==> src/design/assert_macros.svh <==
// Assertion helpers shared by the RTL.
`ifndef ASSERT_MACROS_SVH
`define ASSERT_MACROS_SVH

// Same-cycle implication, held off during reset.
`define ASSERT_IMP(name, clk, rst_n, cond, expr) \
    name: assert property (@(posedge clk) disable iff (!rst_n) (cond) |-> (expr)) \
        else $error("assertion failed: same-cycle implication");

// Next-cycle implication, held off during reset.
`define ASSERT_NEXT(name, clk, rst_n, cond, expr) \
    name: assert property (@(posedge clk) disable iff (!rst_n) (cond) |=> (expr)) \
        else $error("assertion failed: next-cycle implication");

`endif

==> src/design/gcs_pkg.sv <==
package gcs_pkg;

    localparam int CP_W       = 21;
    localparam int SCALE_FRAC = 8;
    localparam int TERM_W     = 41;
    localparam int FIFO_DEPTH = 4;
    localparam int INDEX_BITS = 16;

    localparam logic [15:0] SCALE_RESET = 16'd256;

    localparam logic [7:0]      ASCII_LIMIT  = 8'h80;
    localparam logic [CP_W-1:0] CP_ZWJ       = 21'h0200D;
    localparam logic [CP_W-1:0] CP_COMB_A_LO = 21'h00300;
    localparam logic [CP_W-1:0] CP_COMB_A_HI = 21'h0036F;
    localparam logic [CP_W-1:0] CP_COMB_B_LO = 21'h01AB0;
    localparam logic [CP_W-1:0] CP_COMB_B_HI = 21'h01AFF;
    localparam logic [CP_W-1:0] CP_COMB_C_LO = 21'h01DC0;
    localparam logic [CP_W-1:0] CP_COMB_C_HI = 21'h01DFF;
    localparam logic [CP_W-1:0] CP_COMB_D_LO = 21'h020D0;
    localparam logic [CP_W-1:0] CP_COMB_D_HI = 21'h020FF;
    localparam logic [CP_W-1:0] CP_COMB_E_LO = 21'h0FE20;
    localparam logic [CP_W-1:0] CP_COMB_E_HI = 21'h0FE2F;
    localparam logic [CP_W-1:0] CP_VS_A_LO   = 21'h0FE00;
    localparam logic [CP_W-1:0] CP_VS_A_HI   = 21'h0FE0F;
    localparam logic [CP_W-1:0] CP_VS_B_LO   = 21'hE0100;
    localparam logic [CP_W-1:0] CP_VS_B_HI   = 21'hE01EF;
    localparam logic [CP_W-1:0] CP_RI_LO     = 21'h1F1E6;
    localparam logic [CP_W-1:0] CP_RI_HI     = 21'h1F1FF;

    typedef struct packed {
        logic [15:0]        text_offset;
        logic [15:0]        glyph_length;
        logic [15:0]        text_length;
        logic [15:0]        codepoint_end;
        logic [7:0]         lead_byte;
        logic [7:0]         second_byte;
        logic [7:0]         third_byte;
        logic [7:0]         fourth_byte;
        logic signed [31:0] advance;
        logic               last_glyph;
    } glyph_t;

    typedef struct packed {
        logic [15:0]        column_index;
        logic [15:0]        start_byte;
        logic [15:0]        stop_byte;
        logic [15:0]        start_glyph;
        logic [16:0]        stop_glyph;
        logic signed [31:0] total_advance;
        logic signed [31:0] scaled_advance;
        logic               last_column;
    } column_t;

    // Decoded glyph, registered between decode and accumulate.
    typedef struct packed {
        logic [15:0]              start_byte;
        logic [15:0]              stop_byte;
        logic signed [31:0]       advance;
        logic signed [TERM_W-1:0] term;
        logic                     zwj;
        logic                     mark;
        logic                     ri;
        logic                     last_glyph;
    } glyph_info_t;

    typedef struct packed {
        logic       pending_valid;
        logic [1:0] count;
    } accum_status_t;

endpackage

==> src/design/gcs_decode.sv <==
module gcs_decode (
    input  gcs_pkg::glyph_t      glyph,
    input  logic [15:0]          scale,
    output gcs_pkg::glyph_info_t info
);
    import gcs_pkg::*;

    function automatic logic in_span(input logic [CP_W-1:0] v,
                                     input logic [CP_W-1:0] lo,
                                     input logic [CP_W-1:0] hi);
        in_span = (v >= lo) && (v <= hi);
    endfunction

    logic                past_end;
    logic [16:0]         span;
    logic [16:0]         end_sum;
    logic [CP_W-1:0]     cp;
    logic [5:0]          b1;
    logic [5:0]          b2;
    logic [5:0]          b3;
    logic signed [48:0]  prod;

    assign past_end = glyph.text_offset >= glyph.text_length;
    assign span     = {1'b0, glyph.codepoint_end} - {1'b0, glyph.text_offset};
    assign b1       = glyph.second_byte[5:0];
    assign b2       = glyph.third_byte[5:0];
    assign b3       = glyph.fourth_byte[5:0];

    always_comb
    begin
        if (past_end)
        begin
            cp = '0;
        end
        else if (glyph.lead_byte < ASCII_LIMIT || glyph.codepoint_end < glyph.text_offset)
        begin
            cp = CP_W'(glyph.lead_byte);
        end
        else if (span == 17'd2)
        begin
            cp = CP_W'({glyph.lead_byte[4:0], b1});
        end
        else if (span == 17'd3)
        begin
            cp = CP_W'({glyph.lead_byte[3:0], b1, b2});
        end
        else if (span == 17'd4)
        begin
            cp = {glyph.lead_byte[2:0], b1, b2, b3};
        end
        else
        begin
            cp = CP_W'(glyph.lead_byte);
        end
    end

    // round half up, then floor by the scale's fraction
    assign prod    = glyph.advance * $signed({1'b0, scale}) + 49'sd128;
    assign end_sum = {1'b0, glyph.text_offset} + {1'b0, glyph.glyph_length};

    always_comb
    begin
        info.start_byte = past_end ? glyph.text_length : glyph.text_offset;
        info.stop_byte  = (end_sum < {1'b0, glyph.text_length}) ? end_sum[15:0]
                                                                : glyph.text_length;
        info.advance    = glyph.advance;
        info.term       = prod[48:SCALE_FRAC];
        info.zwj        = cp == CP_ZWJ;
        info.mark       = in_span(cp, CP_COMB_A_LO, CP_COMB_A_HI)
                       || in_span(cp, CP_COMB_B_LO, CP_COMB_B_HI)
                       || in_span(cp, CP_COMB_C_LO, CP_COMB_C_HI)
                       || in_span(cp, CP_COMB_D_LO, CP_COMB_D_HI)
                       || in_span(cp, CP_COMB_E_LO, CP_COMB_E_HI)
                       || in_span(cp, CP_VS_A_LO, CP_VS_A_HI)
                       || in_span(cp, CP_VS_B_LO, CP_VS_B_HI);
        info.ri         = in_span(cp, CP_RI_LO, CP_RI_HI);
        info.last_glyph = glyph.last_glyph;
    end

endmodule

==> src/design/gcs_accum.sv <==
module gcs_accum (
    input  logic                   clk,
    input  logic                   rst_n,
    input  logic                   fire,
    input  gcs_pkg::glyph_info_t   info,
    output gcs_pkg::column_t       first,
    output gcs_pkg::column_t       second,
    output gcs_pkg::accum_status_t status
);
    import gcs_pkg::*;

    logic                    pend_valid_reg, pend_valid_next;
    logic [15:0]             pend_bs_reg, pend_bs_next;
    logic [15:0]             pend_be_reg, pend_be_next;
    logic [15:0]             pend_gs_reg, pend_gs_next;
    logic signed [31:0]      pend_adv_reg, pend_adv_next;
    logic signed [31:0]      pend_dev_reg, pend_dev_next;
    logic [1:0]              ind_cnt_reg, ind_cnt_next;
    logic                    after_zwj_reg, after_zwj_next;
    logic [INDEX_BITS:0]     glyph_cnt_reg, glyph_cnt_next;
    logic [INDEX_BITS-1:0]   col_cnt_reg, col_cnt_next;

    logic                    joins;
    logic                    closes;
    logic signed [31:0]      adv_base;
    logic signed [31:0]      dev_base;
    logic signed [32:0]      adv_sum;
    logic signed [41:0]      dev_sum;
    logic signed [31:0]      adv_new;
    logic signed [31:0]      dev_new;
    logic [15:0]             bs_new;
    logic [15:0]             gs_new;
    logic [1:0]              ind_new;
    logic [INDEX_BITS:0]     gc_new;
    logic [INDEX_BITS-1:0]   cc_new;
    column_t                 closed;
    column_t                 finished;

    always_comb
    begin
        joins  = pend_valid_reg && (info.zwj || info.mark || after_zwj_reg
                                    || (ind_cnt_reg == 2'd1 && info.ri));
        closes = pend_valid_reg && !joins;

        closed.column_index   = 16'(col_cnt_reg);
        closed.start_byte     = pend_bs_reg;
        closed.stop_byte      = pend_be_reg;
        closed.start_glyph    = pend_gs_reg;
        closed.stop_glyph     = 17'(glyph_cnt_reg);
        closed.total_advance  = pend_adv_reg;
        closed.scaled_advance = pend_dev_reg;
        closed.last_column    = 1'b0;

        adv_base = joins ? pend_adv_reg : 32'sd0;
        dev_base = joins ? pend_dev_reg : 32'sd0;
        adv_sum  = {adv_base[31], adv_base} + {info.advance[31], info.advance};
        dev_sum  = 42'(dev_base) + 42'(info.term);

        // saturate to the signed 32-bit range
        if (adv_sum[32] != adv_sum[31])
        begin
            adv_new = adv_sum[32] ? 32'sh80000000 : 32'sh7FFFFFFF;
        end
        else
        begin
            adv_new = adv_sum[31:0];
        end
        if (dev_sum[41:31] != {11{dev_sum[41]}})
        begin
            dev_new = dev_sum[41] ? 32'sh80000000 : 32'sh7FFFFFFF;
        end
        else
        begin
            dev_new = dev_sum[31:0];
        end

        bs_new = joins ? pend_bs_reg : info.start_byte;
        gs_new = joins ? pend_gs_reg : 16'(glyph_cnt_reg);
        gc_new = glyph_cnt_reg + (INDEX_BITS+1)'(1);
        cc_new = closes ? col_cnt_reg + INDEX_BITS'(1) : col_cnt_reg;

        if (!joins)
        begin
            ind_new = info.ri ? 2'd1 : 2'd0;
        end
        else if (!info.zwj && info.ri && ind_cnt_reg < 2'd2)
        begin
            ind_new = ind_cnt_reg + 2'd1;
        end
        else
        begin
            ind_new = ind_cnt_reg;
        end

        finished.column_index   = 16'(cc_new);
        finished.start_byte     = bs_new;
        finished.stop_byte      = info.stop_byte;
        finished.start_glyph    = gs_new;
        finished.stop_glyph     = 17'(gc_new);
        finished.total_advance  = adv_new;
        finished.scaled_advance = dev_new;
        finished.last_column    = 1'b1;

        first  = closes ? closed : finished;
        second = finished;
        status.pending_valid = pend_valid_reg;
        status.count         = {1'b0, closes} + {1'b0, info.last_glyph};

        if (info.last_glyph)
        begin
            // end of run: drop all run state
            pend_valid_next = 1'b0;
            pend_bs_next    = '0;
            pend_be_next    = '0;
            pend_gs_next    = '0;
            pend_adv_next   = '0;
            pend_dev_next   = '0;
            ind_cnt_next    = '0;
            after_zwj_next  = 1'b0;
            glyph_cnt_next  = '0;
            col_cnt_next    = '0;
        end
        else
        begin
            pend_valid_next = 1'b1;
            pend_bs_next    = bs_new;
            pend_be_next    = info.stop_byte;
            pend_gs_next    = gs_new;
            pend_adv_next   = adv_new;
            pend_dev_next   = dev_new;
            ind_cnt_next    = ind_new;
            after_zwj_next  = joins && info.zwj;
            glyph_cnt_next  = gc_new;
            col_cnt_next    = cc_new;
        end
    end

    always_ff @(posedge clk or negedge rst_n)
    begin
        if (!rst_n)
        begin
            pend_valid_reg <= 1'b0;
            pend_bs_reg    <= '0;
            pend_be_reg    <= '0;
            pend_gs_reg    <= '0;
            pend_adv_reg   <= '0;
            pend_dev_reg   <= '0;
            ind_cnt_reg    <= '0;
            after_zwj_reg  <= 1'b0;
            glyph_cnt_reg  <= '0;
            col_cnt_reg    <= '0;
        end
        else if (fire)
        begin
            pend_valid_reg <= pend_valid_next;
            pend_bs_reg    <= pend_bs_next;
            pend_be_reg    <= pend_be_next;
            pend_gs_reg    <= pend_gs_next;
            pend_adv_reg   <= pend_adv_next;
            pend_dev_reg   <= pend_dev_next;
            ind_cnt_reg    <= ind_cnt_next;
            after_zwj_reg  <= after_zwj_next;
            glyph_cnt_reg  <= glyph_cnt_next;
            col_cnt_reg    <= col_cnt_next;
        end
    end

endmodule

==> src/design/gcs_out_fifo.sv <==
module gcs_out_fifo (
    input  logic             clk,
    input  logic             rst_n,
    input  logic [1:0]       wr_cnt,
    input  gcs_pkg::column_t wr_first,
    input  gcs_pkg::column_t wr_second,
    input  logic             pop,
    output gcs_pkg::column_t head,
    output logic [2:0]       count
);
    import gcs_pkg::*;

    column_t    mem_reg [FIFO_DEPTH];
    logic [1:0] wr_ptr_reg, wr_ptr_next;
    logic [1:0] rd_ptr_reg, rd_ptr_next;
    logic [2:0] count_reg, count_next;
    logic [1:0] wr_ptr_plus;

    assign wr_ptr_plus = wr_ptr_reg + 2'd1;
    assign wr_ptr_next = wr_ptr_reg + wr_cnt;
    assign rd_ptr_next = rd_ptr_reg + {1'b0, pop};
    assign count_next  = count_reg + {1'b0, wr_cnt} - {2'b00, pop};
    assign head        = mem_reg[rd_ptr_reg];
    assign count       = count_reg;

    always_ff @(posedge clk)
    begin
        for (int i = 0; i < FIFO_DEPTH; i++)
        begin
            if (wr_cnt != 2'd0 && wr_ptr_reg == 2'(i))
            begin
                mem_reg[i] <= wr_first;
            end
            else if (wr_cnt == 2'd2 && wr_ptr_plus == 2'(i))
            begin
                mem_reg[i] <= wr_second;
            end
        end
    end

    always_ff @(posedge clk or negedge rst_n)
    begin
        if (!rst_n)
        begin
            wr_ptr_reg <= '0;
            rd_ptr_reg <= '0;
            count_reg  <= '0;
        end
        else
        begin
            wr_ptr_reg <= wr_ptr_next;
            rd_ptr_reg <= rd_ptr_next;
            count_reg  <= count_next;
        end
    end

endmodule

==> src/design/grapheme_column_segmenter_top.sv <==
// Channel   Direction  Handshake                    Payload
// glyph     in         glyph_valid / glyph_ready    glyph  (gcs_pkg::glyph_t)
// column    out        column_valid / column_ready  column (gcs_pkg::column_t)
// scale     in         scale_valid / scale_ready    scale_data (8.8 unsigned)
//
// One glyph transaction per cycle while column_ready holds and glyphs average at most one column.
// A glyph's columns reach the column port through the input register, the decode
// register, then the output queue, and can be taken once they sit in the queue.
// A glyph that closes a column and ends the run yields two column
// transactions, so the single-read output queue sets the long-run rate.
// Reset clears the run state and loads scale with 1.0; queue payload is not reset.
// Output stalls back up through the queue into the two register stages.
`include "assert_macros.svh"

module grapheme_column_segmenter_top (
    input  logic             clk,
    input  logic             rst_n,
    input  logic             glyph_valid,
    output logic             glyph_ready,
    input  gcs_pkg::glyph_t  glyph,
    output logic             column_valid,
    input  logic             column_ready,
    output gcs_pkg::column_t column,
    input  logic             scale_valid,
    output logic             scale_ready,
    input  logic [15:0]      scale_data
);
    import gcs_pkg::*;

    logic          scale_write;
    logic [15:0]   scale_val_reg;
    logic          a_valid_reg, a_valid_next;
    glyph_t        a_reg;
    logic          b_valid_reg, b_valid_next;
    glyph_info_t   b_reg;
    glyph_info_t   dec_info;
    logic          a_load;
    logic          b_load;
    logic          b_fire;
    logic          pop;
    logic [1:0]    wr_cnt;
    logic [2:0]    fifo_count;
    column_t       acc_first;
    column_t       acc_second;
    accum_status_t acc_status;
    logic          run_end;
    logic          pair_write;
    logic [2:0]    fifo_count_calc;

    // The user must make scale writes only while the block is idle; it is not enforced: always take them.
    assign scale_ready = 1'b1;
    assign scale_write = scale_valid && scale_ready;

    always_ff @(posedge clk or negedge rst_n)
    begin
        if (!rst_n)
        begin
            scale_val_reg <= SCALE_RESET;
        end
        else if (scale_write)
        begin
            scale_val_reg <= scale_data;
        end
    end

    // Advance the accumulate stage only when the queue can absorb two columns.
    assign b_fire       = b_valid_reg && (fifo_count <= 3'(FIFO_DEPTH - 2));
    assign b_load       = a_valid_reg && (!b_valid_reg || b_fire);
    assign glyph_ready  = !a_valid_reg || b_load;
    assign a_load       = glyph_valid && glyph_ready;
    assign a_valid_next = a_load ? 1'b1 : (b_load ? 1'b0 : a_valid_reg);
    assign b_valid_next = b_load ? 1'b1 : (b_fire ? 1'b0 : b_valid_reg);

    always_ff @(posedge clk or negedge rst_n)
    begin
        if (!rst_n)
        begin
            a_valid_reg <= 1'b0;
            b_valid_reg <= 1'b0;
        end
        else
        begin
            a_valid_reg <= a_valid_next;
            b_valid_reg <= b_valid_next;
        end
    end

    // Hold payload in place while stalled.
    always_ff @(posedge clk)
    begin
        if (a_load)
        begin
            a_reg <= glyph;
        end
        if (b_load)
        begin
            b_reg <= dec_info;
        end
    end

    // Decode codepoint, classify, form byte span and scaled advance term.
    gcs_decode u_decode (
        .glyph (a_reg),
        .scale (scale_val_reg),
        .info  (dec_info)
    );

    // Join or close columns and accumulate saturating advances.
    gcs_accum u_accum (
        .clk    (clk),
        .rst_n  (rst_n),
        .fire   (b_fire),
        .info   (b_reg),
        .first  (acc_first),
        .second (acc_second),
        .status (acc_status)
    );

    assign wr_cnt = b_fire ? acc_status.count : 2'd0;
    assign pop    = column_valid && column_ready;

    // Result queue decouples column stalls from glyph intake.
    gcs_out_fifo u_out_fifo (
        .clk       (clk),
        .rst_n     (rst_n),
        .wr_cnt    (wr_cnt),
        .wr_first  (acc_first),
        .wr_second (acc_second),
        .pop       (pop),
        .head      (column),
        .count     (fifo_count)
    );

    assign column_valid = fifo_count != 3'd0;

    assign run_end         = b_fire && b_reg.last_glyph;
    assign pair_write      = b_fire && acc_status.count == 2'd2;
    assign fifo_count_calc = fifo_count + {1'b0, wr_cnt} - {2'b00, pop};

    `ASSERT_NEXT(a_run_clear, clk, rst_n, run_end, !acc_status.pending_valid)
    `ASSERT_IMP(a_pair_order, clk, rst_n, pair_write, !acc_first.last_column && acc_second.last_column)
    `ASSERT_NEXT(a_fifo_count, clk, rst_n, 1'b1, fifo_count == $past(fifo_count_calc))

endmodule

==> config.mk <==
export PLATFORM = sky130hd
export DESIGN_NAME = grapheme_column_segmenter_top
export DESIGN_NICKNAME = d
export VERILOG_FILES = /design/src/design/gcs_pkg.sv /design/src/design/gcs_decode.sv /design/src/design/gcs_accum.sv /design/src/design/gcs_out_fifo.sv /design/src/design/grapheme_column_segmenter_top.sv
export VERILOG_INCLUDE_DIRS = /design/src /design/src/design
export SDC_FILE = /design/constraint.sdc
export NUM_CORES = 2
export LEC_CHECK = 0
export BUFFER_PORTS_ARGS = -buffer_cell sky130_fd_sc_hd__buf_2
export CORE_ASPECT_RATIO = 0.6
export CORE_UTILIZATION = 57
export DETAILED_ROUTE_END_ITERATION = 10
export GPL_TIMING_DRIVEN = 0
export HOLD_SLACK_MARGIN = 0.06
export PLACE_DENSITY = 0.89
export SETUP_SLACK_MARGIN = 0.4
export SLEW_MARGIN = 20
export SYNTH_ARGS = -nofsm -noshare
export SYNTH_HDL_FRONTEND = slang
export SYNTH_SLANG_ARGS = --single-unit
==> constraint.sdc <==
create_clock -name clk -period 13.9 [get_ports clk]
set_input_delay 1.39 -clock clk [delete_from_list [all_inputs] [get_ports clk]]
set_output_delay 1.39 -clock clk [all_outputs]
set_load 0.05 [all_outputs]
==> impl_metrics.py <==
metrics = {
    "critical_path": {
        "timing.critical_path.from": "a_reg[18]$_DFFE_PP_",
        "worstPathBufferInverterCount": 4,
        "worst_setup_path_type": "flop to flop",
        "cp_data_required_time_ps": 14330,
        "crit_path_start_kind": "flop",
        "ff2ff_setup_slack_ps": 4300,
        "reg2reg_depth": 25,
        "timing.critical_path.max_delay_family": "adder cells",
        "critPathCapture": "b_reg[44]$_DFFE_PP_",
        "critical_path.endpoint_type": "flop",
        "critical_path.most_common_cell": "sky130_fd_sc_hd__fa_1",
        "crit_path_max_incr_delay_ps": 900,
        "path_max_fanout": 10,
        "timing.rr.start": "a_reg[18]$_DFFE_PP_",
        "cp_data_arrival_time_ps": 10030,
        "rr_endpoint": "b_reg[44]$_DFFE_PP_",
        "worstSetupPathDepth": 25,
        "cp_slowest_cell": "sky130_fd_sc_hd__edfxtp_1",
    },
    "floorplan": {
        "die_y_um": 270,
        "die_x_extent_um": 449,
        "placeableCoreArea_um2": 118000,
        "start_util": 0.580,
        "std_cell_rows": 97,
        "io-pin-count": 299,
        "dieArea_um2": 121000,
    },
    "cts": {
        "tritoncts": "yes",
        "cts-hold-fix-buffers": 0,
        "clock_insertion_delay_worst_skew_ps": 740,
        "cts_num_sinks": 990,
        "cts.repair.resized": 0,
        "cts_setup_buffers": 0,
        "cts_root_buffer": "sky130_fd_sc_hd__clkbuf_16",
        "clkTransAtPathRegs_ps": 70,
        "clock_tree.buffer_depth": 3,
        "cts.htree.levels": 3,
        "tritoncts.num_buffers": 93,
    },
    "global_routing": {
        "overall_fraction_of_global_route_tracks_in_use": 0.370,
        "first_global_vias": 53706,
        "grt_first_pass_wirelength_um": 337000,
        "grt_remaining_overflow": 0,
        "antenna_found_initial": 16,
        "grt_start_max_net_pins": 83,
    },
    "worst_hold_path": {
        "hp-class": "flop to flop",
        "start_point_of_the_worst_hold_path": "u_out_fifo.mem_reg[2][0]$_SDFFE_PP1P_",
    },
    "sta": {
        "fin_worst_skew_ps": 60.8,
        "grt_setup_unrepaired": "false",
        "worstMarginPinSlew_ps": 1230,
        "final.min_clock_period_ps": 9600,
        "final_hold_viol_count": 0,
        "worst_slew_margin_rel": 0.182,
        "max_freq_mhz": 104,
        "final-max-slew-violation-count": 0,
        "post-route-period-util": 0.691,
        "report.final.setup_viol": 0,
    },
    "synthesis": {
        "seq_area_frac_synth": 0.422,
        "ys.warnings.count": 0,
        "asyncSetResetFlopFracSynth": 0.176,
        "synth_top_cell_by_area": "sky130_fd_sc_hd__edfxtp_1",
        "syn_nets": 7086,
        "netlist_top_cells_area": "sky130_fd_sc_hd__edfxtp_1 36%, sky130_fd_sc_hd__fa_1 14%, sky130_fd_sc_hd__dfrtp_1 6.3%",
        "post_synth.cell_area_avg_um2": 11.1,
        "ys_dominant_reg_cell": "sky130_fd_sc_hd__edfxtp_1",
        "postSynthCellCount": 6152,
        "ff_latch_count_synth": 990,
        "netlist-cell-type-count": 93,
        "synthDominantCellAreaShare": 0.358,
        "synth.cell_area_um2": 68300,
        "synth_edf_count": 815,
    },
    "route": {
        "num_vias": 54675,
        "drc": 0,
        "detailroute.wirelength.met3_um": 41000,
        "drt-pass1-iter-count": 10,
        "drt_iter0_markers": 9498,
        "detail_route.wirelength.met1_um": 82200,
        "top_layer": "met5",
        "drtAntennaViolNets": 0,
        "routed_wirelength_um": 225000,
        "detailroute.wirelength.met2_um": 89900,
        "routed_via_density": 6.63,
        "routedWlPerCell_um": 27.3,
    },
    "finish": {
        "areaGrowthSynthToFinish_pct": 10.6,
        "finalNetCount": 7510,
        "final_cell_mix": "883 x sky130_fd_sc_hd__nand2_1, 815 x sky130_fd_sc_hd__edfxtp_1, 595 x sky130_fd_sc_hd__inv_1",
        "layout.core_utilization": 0.642,
        "layout_commonest_cell": "sky130_fd_sc_hd__nand2_1",
        "largest_register_ff_count": 584,
        "final_layout_size_suffix_gt1_frac": 0.128,
    },
    "place": {
        "routabilityCongestion": 1.04,
        "numPortBuffers": 290,
        "post-dp-hpwl_um": 167000,
    },
    "job": {
        "count_of_maximum_capacitance_violations": 0,
    },
    "status": {
        "outcome": "finished clean",
    },
}
logic make-up (layout without fill, tap and decap cells):
group,Yosys count,count (layout),share of synthesized area
xor gates and xnor gates,211,211,0.0271
muxes,327,327,0.0777
adders and majority gates,790,790,0.199
and+or+nand+nor,1869,1869,0.126
DFF,990,990,0.422
AOI/OAI and AO/OA,1008,1008,0.0949
other,1,8,0.0000549
buffers and inverters,956,1461,0.0530
metal layers:
metal,vias to the layer above,track usage
met1,26310,0.524
met4,14,0.156
met2,5322,0.500
met5,-,0
li1,22170,-
met3,859,0.152
worst min-delay path by stage:
stage	slack [ps]	endpoint	depth (start not counted)
after floorplan	400	b_reg[0]$_DFFE_PP_	0
after global placement	450	u_out_fifo.mem_reg[2][0]$_SDFFE_PP1P_	2
after detailed placement	470	u_out_fifo.mem_reg[2][0]$_SDFFE_PP1P_	2
after CTS	490	b_reg[0]$_DFFE_PP_	0
after global routing	500	b_reg[0]$_DFFE_PP_	0
final	500	u_out_fifo.mem_reg[2][0]$_SDFFE_PP1P_	2
worst min-delay path, delay by kind of cell (launching register included):
kind | cells | cell delay, ps
flops | 1 | 320
simple gates | 2 | 150
final cells by class:
class                   instances  area, um2
clock buffers                 129       2540
multi-input cells            4206      35900
well taps                    1584       1980
repair buffers                329       2100
inverters                     599       2260
clock inverters                47        549
fillers                      8497      42200
flip-flops and latches        990      28800
plain buffers                 357       1390
diodes                          7       17.5
stage by stage:
step / setup WS [ps] / hold WS [ps] / cell area (um2) / setup TNS (ps) / std cells
finish: 4300 / 499 / 75600 / 0 / 8248
global route: 3940 / 495 / 75600 / 0 / 8242
CTS: 4560 / 494 / 75500 / 0 / 8241
detailed placement: 4620 / 465 / 72400 / 0 / 8065
global placement: -8170 / 452 / 71700 / -1369570 / 8026
floorplan: 972 / 400 / 68300 / 0 / 6152
synth_stat cells, types with 32 or more instances:
| master | instances |
|---|---|
| sky130_fd_sc_hd__edfxtp_1 | 815 |
| sky130_fd_sc_hd__dfrtp_1 | 173 |
| sky130_fd_sc_hd__a21oi_1 | 277 |
| sky130_fd_sc_hd__buf_1 | 46 |
| sky130_fd_sc_hd__mux4_2 | 146 |
| sky130_fd_sc_hd__clkbuf_1 | 294 |
| sky130_fd_sc_hd__o211ai_1 | 72 |
| sky130_fd_sc_hd__nor2_1 | 334 |
| sky130_fd_sc_hd__xor2_1 | 95 |
| sky130_fd_sc_hd__a22oi_1 | 33 |
| sky130_fd_sc_hd__nor3_1 | 65 |
| sky130_fd_sc_hd__and2_1 | 269 |
| sky130_fd_sc_hd__ha_1 | 291 |
| sky130_fd_sc_hd__nand3_1 | 53 |
| sky130_fd_sc_hd__fa_1 | 493 |
| sky130_fd_sc_hd__xnor2_1 | 116 |
| sky130_fd_sc_hd__o31ai_1 | 72 |
| sky130_fd_sc_hd__inv_1 | 596 |
| sky130_fd_sc_hd__a22o_1 | 62 |
| sky130_fd_sc_hd__o21ai_0 | 249 |
| sky130_fd_sc_hd__mux2_2 | 167 |
| sky130_fd_sc_hd__and3_1 | 96 |
| sky130_fd_sc_hd__nand2_1 | 883 |
| sky130_fd_sc_hd__a21o_1 | 54 |
| sky130_fd_sc_hd__nor2b_1 | 32 |
Power is left out: the tool's default activity adds up to more than one toggle a clock period on the data nets, which glitch-free logic cannot reach.
